$ cat config.mk
export PLATFORM = sky130hd
export DESIGN_NAME = lhr_lane
export DESIGN_NICKNAME = d
export VERILOG_FILES = /design/src/rtl/lhr_pkg.sv /design/src/rtl/lhr_lane.sv
export SDC_FILE = /design/constraint.sdc
export NUM_CORES = 1
export LEC_CHECK = 0
export BUFFER_PORTS_ARGS = -buffer_cell sky130_fd_sc_hd__buf_2
export CORE_MARGIN = 2
export CORE_UTILIZATION = 45
export DETAILED_ROUTE_END_ITERATION = 16
export GPL_TIMING_DRIVEN = 0
export PLACE_DENSITY = 0.7
export REMOVE_ABC_BUFFERS = 1
export SKIP_LAST_GASP = 1
export SLEW_MARGIN = 20
export SYNTH_ARGS = -nofsm -noshare
export SYNTH_HDL_FRONTEND = slang
export SYNTH_SLANG_ARGS = --single-unit
export TNS_END_PERCENT = 10
$ cat constraint.sdc
create_clock -name vclk -period 3.9
set_input_delay 0.585 -clock vclk [all_inputs]
set_output_delay 0.585 -clock vclk [all_outputs]
set_load 0.03 [all_outputs]
$ cat src/rtl/lhr_pkg.sv
// ----------------------------------------------------------------------------
// lhr_pkg: shared types and constants
// Widths of the fixed fields and the lane result record.
// ----------------------------------------------------------------------------
package lhr_pkg;

  localparam int unsigned MAX_LANES = 16;
  localparam int unsigned PAIRS     = 8;
  localparam int unsigned IDX_W     = 14;
  localparam int unsigned WGT_W     = 16;
  localparam int unsigned CFG_W     = 15;
  localparam int unsigned TOT_W     = 30;
  localparam int unsigned LIM_W     = 17;

  localparam logic [30:0] TINY_LIMIT = 31'h2F80_0000;
  localparam logic [7:0]  EXP_RAISE  = 8'd32;

  localparam logic CMD_LOAD    = 1'b0;
  localparam logic CMD_PROCESS = 1'b1;

  typedef struct packed {
    logic [31:0] value;
    logic        tiny;
  } lane_res_t;

endpackage

$ cat src/rtl/lhr_lane.sv
// ----------------------------------------------------------------------------
// lhr_lane: one likelihood lane
// Tests a binary32 value for magnitude below 2^-32 and forms its value
// times 2^32, normalizing subnormals.
// ----------------------------------------------------------------------------
module lhr_lane (
  input  logic [31:0]        lane_in,
  output lhr_pkg::lane_res_t res
);

  logic [30:0] mag;
  logic [4:0]  msb;
  logic [22:0] frac;
  logic [7:0]  sub_exp;
  logic [45:0] shifted;

  assign mag = lane_in[30:0];

  always_comb begin
    msb = '0;
    for (int i = 0; i < 23; i++) begin
      if (mag[i]) msb = 5'(i);
    end
  end

  assign shifted = {23'd0, mag[22:0]} << (5'd23 - msb);
  assign frac    = shifted[22:0];
  assign sub_exp = 8'(msb) + 8'd10;

  always_comb begin
    res.tiny = (mag < lhr_pkg::TINY_LIMIT);
    if (mag == '0) begin
      res.value = lane_in;
    end else if (mag[30:23] != '0) begin
      res.value = {lane_in[31], mag[30:23] + lhr_pkg::EXP_RAISE, mag[22:0]};
    end else begin
      res.value = {lane_in[31], sub_exp, frac};
    end
  end

endmodule

Word level (Yosys, flattened, before mapping)
Cells that the tools add are included.

storage, ports and cells
  register bits after elaboration = 0
  latch bits = 0
  RAM bits = 0
  memory bits (read-only) = 0
  input bits = 32
  output and inout port bits = 33
  logic and storage cells = 31
  memories kept = 0

cells by class
  add/subtract/negate cells = 3
  multiply operators = 0
  divide/modulo/power cells = 0
  order comparisons = 1
  equality and inequality tests = 0
  shift-type cells = 1
  muxes and demuxes = 24
  bitwise gates (word level) = 0
  reductions and logical operators = 2

operators with widths
  operator              count
  $mux 5                21
  $mux 31               2
  $logic_not 31->1      1
  $lt 31x30->1 const B  1
  $shl 23x5->23         1
  $add 8x6->8 const B   1
  $reduce_bool 8->1     1
  $add 5x4->6 const B   1
  $sub 5x5->5 const A   1
  $mux 1                1

Depth between registers and ports, before layout
Gate-level depths: netlist of run 1.

  depth after elaboration = 26
  gate-level depth with buffers = 12
  mapped depth without buffers = 10

Worst setup path after synthesis of run 1
OpenSTA, ideal clock, no wires.

  path kind = input -> output
  start = in lane_in[16]
  end = out res[23] (netlist bit)
  arrival = 3.381 ns
  required time = 3.315 ns
  setup slack = -0.066 ns
  cell stages on the path = 12
  path buffers = 3
  path through = buf_2 > nor4_1 > nand2_1 > a21oi_2 > clkbuf_1 > ha_1 > and2_1 > clkbuf_1 > nand2_1 > a211oi_1 > a311oi_1 > a211oi_1

RTL lines
  element      line           RTL
  from (decl)  lhr_lane.sv:7  input logic [31:0] lane_in,
  to (decl)    lhr_lane.sv:8  output lhr_pkg::lane_res_t res

==> key figures, run 1 <==
Run status
  – Status: completed

Power and ir drop
  – Peak VDD IR: 0.00005750 V
  – Pwr per Cell Area: 128.7 mW/mm^2
  – Tot Pwr: 0.0003571 W
  – Leakage: 1.079 nW

Global route
  – Vias in the first global route: 2,692
  – Initial antenna violation count: 0
  – GRT Total Usage: 0.3279
  – Grt ovf: 0
  – Wire length of the first global-routing pass: 14,470 um
  – Largest net degree at the start of global routing: 31

Setup path
  – CP startpoint kind: primary input
  – CP endpoint kind: output port
  – CP arrival: 3260 ps
  – CP Max Fanout: 10
  – Critical path data required time: 3310 ps
  – Crit Path Category: primary input to output port

Placement
  – Hpwl dp: 6755 um
  – Placed Instance Area: 0.002536 mm^2
  – Routability cong.: 0.9904
  – Port Buf Inserts: 63
  – DP Worst Slack: -929.8 ps

Cells and area
  – Layout area overhead: 19.50%
  – Register area: 0 um^2
  – Most frequent cells in the layout: 63 x buf_2, 43 x nand2_1, 27 x a211oi_1
  – Flip-flop and latch count: 0
  – # diodes: 0
  – Layout cells sized above 1: 0.3060
  – Design Area, Final: 0.002775 mm^2
  – CLK BUF: 0
  – Final nets: 441
  – Commonest non-fill, non-tap cell in the layout: buf_2

Logic synthesis
  – Cell area after synthesis: 0.002322 mm^2
  – Top cells by area, synth: a211oi_1 9.7%, nand2_1 7.0%, a21oi_1 5.4%, mux2i_1 5.2%, nor3_1 4.3%
  – Mean Syn Cell Area: 6.469 um^2
  – YS warnings: 0
  – Mapped Cells: 359
  – Post-synthesis cell type count: 66
  – Sequential share of the synthesized area: 0
  – Cell taking the most area after synthesis: a211oi_1
  – Area fraction of the dominant cell type after synthesis: 0.09698

Drt
  – Vias: 3,294
  – DRT Pass-1 Iters: 6
  – Post-Route WL: 9757 um
  – Iteration-0 DRC count of the detailed router: 559
  – Post-DR vias/cell: 6.979
  – Antenna Violating Nets Remaining: 0
  – # DRC: 0
  – Post-detailed-route wirelength per cell: 20.67 um

STA
  – Unrepaired setup endpoints after global routing: yes
  – Relative slew slack: 0.6099
  – Setup TNS Final: 0 ps
  – Max Freq: 260.4 MHz
  – Worst Max-Slew Pin Slew: 585.1 ps
  – Hold slack: 1170 ps
  – Final setup vio count: 0
  – Minimum clock period: 3840 ps
  – Max Slew Vio Count: 0
  – Post-route clock period utilization: 0.9846
  – Endpoints failing hold: 0
  – Setup WS post-layout: 59.91 ps

Floorplanning
  – Core box area: 0.005042 mm^2
  – Die Wd: 75.84 um
  – Chip height: 75.84 um
  – Initial core utilization: 0.4605
  – Die area: 0.005751 mm^2
  – Site Rows: 26
  – Ports: 65

Hold path
  – HP Class: primary input to output port

Job
  – MaxCap Viol Count: 0
## critical path, stage by stage
cell	delay [ps]
buf_2	160
nand2b_1	190
a221oi_4	350
o211ai_4	210
a21oi_4	410
mux2i_2	460
a21oi_2	140
a211oi_1	380
o31ai_1	150
buf_2	200
## per-layer routing
metal / global-route usage / up-vias / wire, um
li1: - / 1482 / -
met1: 0.4797 / 1496 / 3853
met2: 0.5000 / 287 / 4225
met3: 0.04894 / 29 / 1408
met4: 0.07992 / 0 / 269
met5: 0 / - / 0
## worst paths after layout
check	startpoint	to	slack (ps)	depth (start not counted)
worst min-delay path	lane_in[31]	res[32]	1170	0
worst max-delay path	lane_in[2]	res[16]	60	10
## synth_stat cells (all sizes together), types with 9 or more instances
master / number
a21oi: 30
mux2i: 12
o21ai: 24
a21o: 9
a221oi: 11
nor2: 23
inv: 17
o31ai: 11
nand2: 45
buf: 24
nor3: 21
a211oi: 32
## what timing repair did
| item | CTS | global route |
|---|---|---|
| pin swaps | 0 | 0 |
| setup buffers | 5 | 5 |
| gates resized for setup | 9 | 22 |
| hold endpoints to repair | 0 | 0 |
| hold buffers | 0 | 0 |
| gates cloned | 1 | 1 |
| setup endpoints to repair | 27 | 22 |
## per-stage QoR
stage	cells	utilization
3_3_place_gp	460	0.5025
6_report	472	0.5504
4_1_cts	466	0.5189
3_5_place_dp	460	0.5030
5_1_grt	472	0.5504
2_1_floorplan	327	-
## power breakdown
part	switching, W	internal (W)	leakage [nW]
clock	0	0	0
sequential	0	0	0
combinational	0.000241	0.000116	1.08
total	0.000241	0.000116	1.08
## cells by family after synthesis
group                      count (synthesis)  share of synthesized area
AOI/OAI and AO/OA                        158                     0.5173
xor gates and xnor gates                   1                   0.003772
adders and majority gates                  5                    0.02694
buffers and inverters                     49                     0.1099
muxes                                     14                    0.06142
and+or+nand+nor                          132                     0.2807
## layout make-up
class	count	area (um^2)
fill	524	2267
multi-input combinational	311	2210
timing repair buffer	73	390.4
tap	70	87.58
inverter	17	80.08
timing repair inverter	1	7.507
No activity file was read; power rests on OpenSTA's default activity.
==> inputs of run 2 (changes only) <==
--- a/config.mk
+++ b/config.mk
@@ -6,11 +6,10 @@
 export NUM_CORES = 1
 export LEC_CHECK = 0
 export BUFFER_PORTS_ARGS = -buffer_cell sky130_fd_sc_hd__buf_2
-export CORE_MARGIN = 2
-export CORE_UTILIZATION = 45
+export CORE_UTILIZATION = 56
 export DETAILED_ROUTE_END_ITERATION = 16
 export GPL_TIMING_DRIVEN = 0
-export PLACE_DENSITY = 0.7
+export PLACE_DENSITY = 0.85
 export REMOVE_ABC_BUFFERS = 1
 export SKIP_LAST_GASP = 1
 export SLEW_MARGIN = 20
==> run 2 against run 1 <==
- critical endpoint is now res[18]
- sequential cell count is the same
- core utilization up 12 points
- non-clock buffer count shrank 1
- largest cell class unchanged
- total power decreased by 1.7%
- sequential share of layout area unchanged
- worst hold slack did not move
- via count is 3.4% higher
- wire length fell by 2.0%
- clock-buffer cell count stayed put
- final cell count shrank 4.4%
- fmax fell by 1.4%
==> key figures, run 2 (same netlist as run 1, synthesis figures left out) <==
Cells and area
  – Final core occ: 0.6734
  – Final nets: 440
  – # diodes: 0
  – Layout cells sized above 1: 0.2793
  – Commonest non-fill, non-tap cell in the layout: buf_2
  – Post-route insts no fill: 451
  – Layout area overhead: 16.00%
  – Most frequent cells in the layout: 63 x buf_2, 43 x nand2_1, 29 x a211oi_1
  – Design Area, Final: 0.002694 mm^2
  – Flip-flop and latch count: 0
  – Fillers: 372
  – CLK BUF: 0
  – Register area: 0 um^2

Drt
  – Iteration-0 DRC count of the detailed router: 493
  – # DRC: 0
  – Vias: 3,406
  – DRT Pass-1 Iters: 7
  – Post-detailed-route wirelength per cell: 21.20 um
  – Antenna Violating Nets Remaining: 0
  – Post-DR vias/cell: 7.552
  – Post-Route WL: 9560 um

Global route
  – Largest net degree at the start of global routing: 31
  – Wire length of the first global-routing pass: 14,420 um
  – Vias in the first global route: 2,918
  – Grt ovf: 0
  – Initial antenna violation count: 0
  – GRT Total Usage: 0.4218

Power and ir drop
  – Pwr per Cell Area: 130.4 mW/mm^2
  – Peak VDD IR: 0.00007455 V
  – Leakage: 1.068 nW

Placement
  – Routability cong.: 1.001
  – Placed insts: 440
  – Port Buf Inserts: 63
  – DP Worst Slack: -1028 ps
  – Hpwl dp: 6315 um
  – Placed Instance Area: 0.002511 mm^2

Floorplanning
  – Ports: 65
  – Initial core utilization: 0.5805
  – Die area: 0.004408 mm^2
  – Chip height: 66.40 um
  – Site Rows: 23
  – Die Wd: 66.40 um
  – Core box area: 0.004000 mm^2

STA
  – Minimum clock period: 3894 ps
  – Setup WS post-layout: 5.676 ps
  – Max Freq: 256.8 MHz
  – Post-route clock period utilization: 0.9985
  – Final setup vio count: 0
  – Worst Max-Slew Pin Slew: 634.1 ps
  – Endpoints failing hold: 0
  – Unrepaired setup endpoints after global routing: yes
  – Max Slew Vio Count: 0
  – Relative slew slack: 0.5750
  – Setup TNS Final: 0 ps

Setup path
  – CP Max Fanout: 15
  – Crit Path Category: primary input to output port
  – Crit path cell chain: buf_2, nor4_1, o41a_1, o21a_4, clkinvlp_4, buf_4, buf_4, a221oi_1, o21ai_1, a31oi_1, buf_2
  – CP arrival: 3310 ps
  – Critical path data required time: 3310 ps
  – CP peak stage delay: 550 ps
  – CP startpoint kind: primary input
  – CP endpoint kind: output port
  – CP max stage cell: nor4_1

Job
  – MaxCap Viol Count: 0

Run status
  – Status: completed

Hold path
  – HP Class: primary input to output port
run 2: path summary, 6_finish.rpt:
check,to,from,slack [ps],cells after the start
worst min-delay path,res[32],lane_in[31],1170,0
worst max-delay path,res[18],lane_in[7],6,11
run 2: critical path, delay by kind of cell:
kind                   cells  cell delay (ps)
and+or+nand+nor            1              550
buffers and inverters      5              910
AOI/OAI and AO/OA          5             1260
run 2: final cells by class:
| class | count | area, um^2 | area share |
|---|---|---|---|
| inverters | 17 | 75.07 | 0.02787 |
| repair inverters | 1 | 7.507 | 0.002787 |
| repair buffers | 72 | 395.4 | 0.1468 |
| well taps | 50 | 62.56 | 0.02322 |
| multi-input cells | 311 | 2153 | 0.7994 |
run 2: report_power, final:
part	internal, W	switching, W
Clock	0	0
Combinational	0.000113	0.000238
Sequential	0	0
Total	0.000113	0.000238
run 2: what timing repair did:
action | in CTS | in global routing
setup endpoints to repair | 24 | 21
gates resized for setup | 10 | 9
gates cloned | 1 | 1
hold buffers | 0 | 0
endpoints found under the hold margin | 0 | 0
setup buffers | 5 | 4
run 2: metrics by stage:
step | hold WS, ps | total power, W
after floorplan | 1170 | 0.0002133
after global placement | 1170 | 0.0003114
after detailed placement | 1170 | 0.0003169
after CTS | 1170 | 0.0003261
after global routing | 1170 | 0.0003710
final | 1170 | 0.0003512
run 2: metal layers:
| metal | share of wire | routed length, um | global-route usage |
|---|---|---|---|
| met5 | 0 | 0 | 0 |
| met4 | 0.062 | 593 | 0.2340 |
| met3 | 0.15 | 1389 | 0.06379 |
| met2 | 0.43 | 4063 | 0.6645 |
| met1 | 0.37 | 3514 | 0.5414 |
==> inputs of run 3 (changes only) <==
--- a/config.mk
+++ b/config.mk
@@ -9,6 +9,7 @@
 export CORE_UTILIZATION = 56
 export DETAILED_ROUTE_END_ITERATION = 16
 export GPL_TIMING_DRIVEN = 0
+export MAX_ROUTING_LAYER = met4
 export PLACE_DENSITY = 0.85
 export REMOVE_ABC_BUFFERS = 1
 export SKIP_LAST_GASP = 1
==> run 3 against run 2 <==
- largest cell class unchanged
- highest routed layer unchanged
- critical path depth shrank 2
- worst hold slack did not move
- combinational power shrank 3%
- worst setup slack got worse by 170 ps
- global-route usage increased by 3.0 points
- wire length decreased by 1.7%
- critical endpoint is now res[16]
- the flow now finishes with violations (setup timing)
- via count fell by 3.1%
- non-clock buffer count is 5 lower
- fmax fell by 4.3%
- final cell count decreased by 1.3%
- sequential cell count unchanged
- clock-buffer cell count stayed put
==> key figures, run 3 (same netlist as run 1, synthesis figures left out) <==
Run status
  – Status: finished, violations left
  – Failing checks: setup timing

Power and ir drop
  – Leakage: 1.030 nW
  – Psw: 0.0002337 W
  – Part of the power in combinational logic: 1.000
  – Int Pwr: 0.0001073 W
  – Pwr per Cell Area: 130.3 mW/mm^2
  – Clock power frac: 0
  – Sw frac: 0.6852
  – Peak VDD IR: 0.00008430 V
  – Share of power burned in registers: 0

Cells and area
  – Layout area overhead: 12.66%
  – Design Area, Final: 0.002616 mm^2
  – Fillers: 395
  – CLK BUF: 0
  – Area of the multi-input gates: 0.002131 mm^2
  – Register area: 0 um^2
  – # diodes: 0
  – Layout cells sized above 1: 0.2658
  – Flip-flop and latch count: 0
  – Commonest non-fill, non-tap cell in the layout: buf_2
  – Most frequent cells in the layout: 63 x buf_2, 43 x nand2_1, 29 x a211oi_1
  – Final nets: 434

CTS
  – CTS Hold Bufs: 0

STA
  – Max Slew Vio Count: 0
  – Post-route clock period utilization: 1.043
  – Setup WS post-layout: -167.2 ps
  – Worst Max-Slew Pin Slew: 643.2 ps
  – Unrepaired setup endpoints after global routing: yes
  – Minimum clock period: 4067 ps
  – Hold slack: 1170 ps
  – Final setup vio count: 9
  – Endpoints failing hold: 0
  – Max Freq: 245.9 MHz
  – Relative slew slack: 0.5712

Setup path
  – Crit Path Category: primary input to output port
  – CP endpoint kind: output port
  – CP max stage cell: nor3_1
  – Critical path data required time: 3310 ps
  – Crit path cell chain: buf_2, nor3_1, o211ai_4, a21oi_4, mux2i_2, a21oi_2, a211oi_1, o31ai_1, buf_2
  – Critical path buffers and inverters: 2
  – Most common cell on crit path: buf_2
  – CP Max Fanout: 13
  – CP startpoint kind: primary input
  – CP arrival: 3480 ps
  – CP peak stage delay: 530 ps
  – Gate family responsible for the most delay along the worst path: compound AO/OA/AOI/OAI gates

Placement
  – Hpwl dp: 6415 um
  – Routability cong.: 1.051
  – Port Buf Inserts: 63
  – Placed Instance Area: 0.002511 mm^2

Drt
  – Antenna Violating Nets Remaining: 0
  – Post-Route WL: 9396 um
  – Metal3 WL: 1202 um
  – Post-DR vias/cell: 7.418
  – Met2 WL: 3976 um
  – Vias: 3,301
  – DRT Pass-1 Iters: 7
  – Top layer in use: met4
  – Post-detailed-route wirelength per cell: 21.11 um
  – # DRC: 0
  – Iteration-0 DRC count of the detailed router: 506
  – Metal-1 WL: 3655 um

Global route
  – Wire length of the first global-routing pass: 15,060 um
  – Largest net degree at the start of global routing: 31
  – Grt ovf: 0
  – Initial antenna violation count: 0
  – Vias in the first global route: 2,921
  – GRT Total Usage: 0.4520

Floorplanning
  – Chip height: 66.40 um
  – Ports: 65
  – Die Wd: 66.40 um
  – Site Rows: 23
  – Initial core utilization: 0.5805
  – Die area: 0.004408 mm^2
  – Core box area: 0.004000 mm^2

Hold path
  – HP Class: primary input to output port

Job
  – MaxCap Viol Count: 0
-- run 3: what timing repair did --
action                     CTS  global route
setup endpoints to repair   24            25
gates cloned                 1             0
setup buffers                3             1
resized for setup            8             8
-- run 3: power groups by stage --
stage	registers [W]	logic [W]	clock network (W)
finish	0	0.000341	0
global route	0	0.000365	0
CTS	0	0.000324	0
detailed placement	0	0.000319	0
global placement	0	0.000314	0
floorplan	0	0.000213	0
-- run 3: per-layer routing --
layer,track usage,up-vias
met5,-,-
met4,0.2021,0
met3,0.1017,61
met2,0.6735,292
met1,0.5766,1489
li1,-,1459
-- run 3: path summary, 6_finish.rpt --
check,slack [ps],from,depth (start not counted),to
worst max-delay path,-170,lane_in[12],9,res[16]
worst min-delay path,1170,lane_in[31],0,res[32]
-- run 3: final cells by class --
class                           instances  share of cell area
Multi-Input combinational cell        310              0.8144
Timing Repair Buffer                   67              0.1320
Inverter                               17             0.02678
Tap cell                               50             0.02391
Timing Repair inverter                  1            0.002869
-- run 3: metrics by stage --
step	total power [W]	utilization	worst slack (ps)	cells	setup TNS (ps)
2_1_floorplan	0.0002133	-	-268.6	327	-1529
3_3_place_gp	0.0003143	0.6272	-1053	440	-18820
3_5_place_dp	0.0003188	0.6278	-1035	440	-17720
4_1_cts	0.0003244	0.6434	-150.2	444	-473.7
5_1_grt	0.0003646	0.6541	-281.6	445	-2129
6_report	0.0003410	0.6541	-167.2	445	-765.6
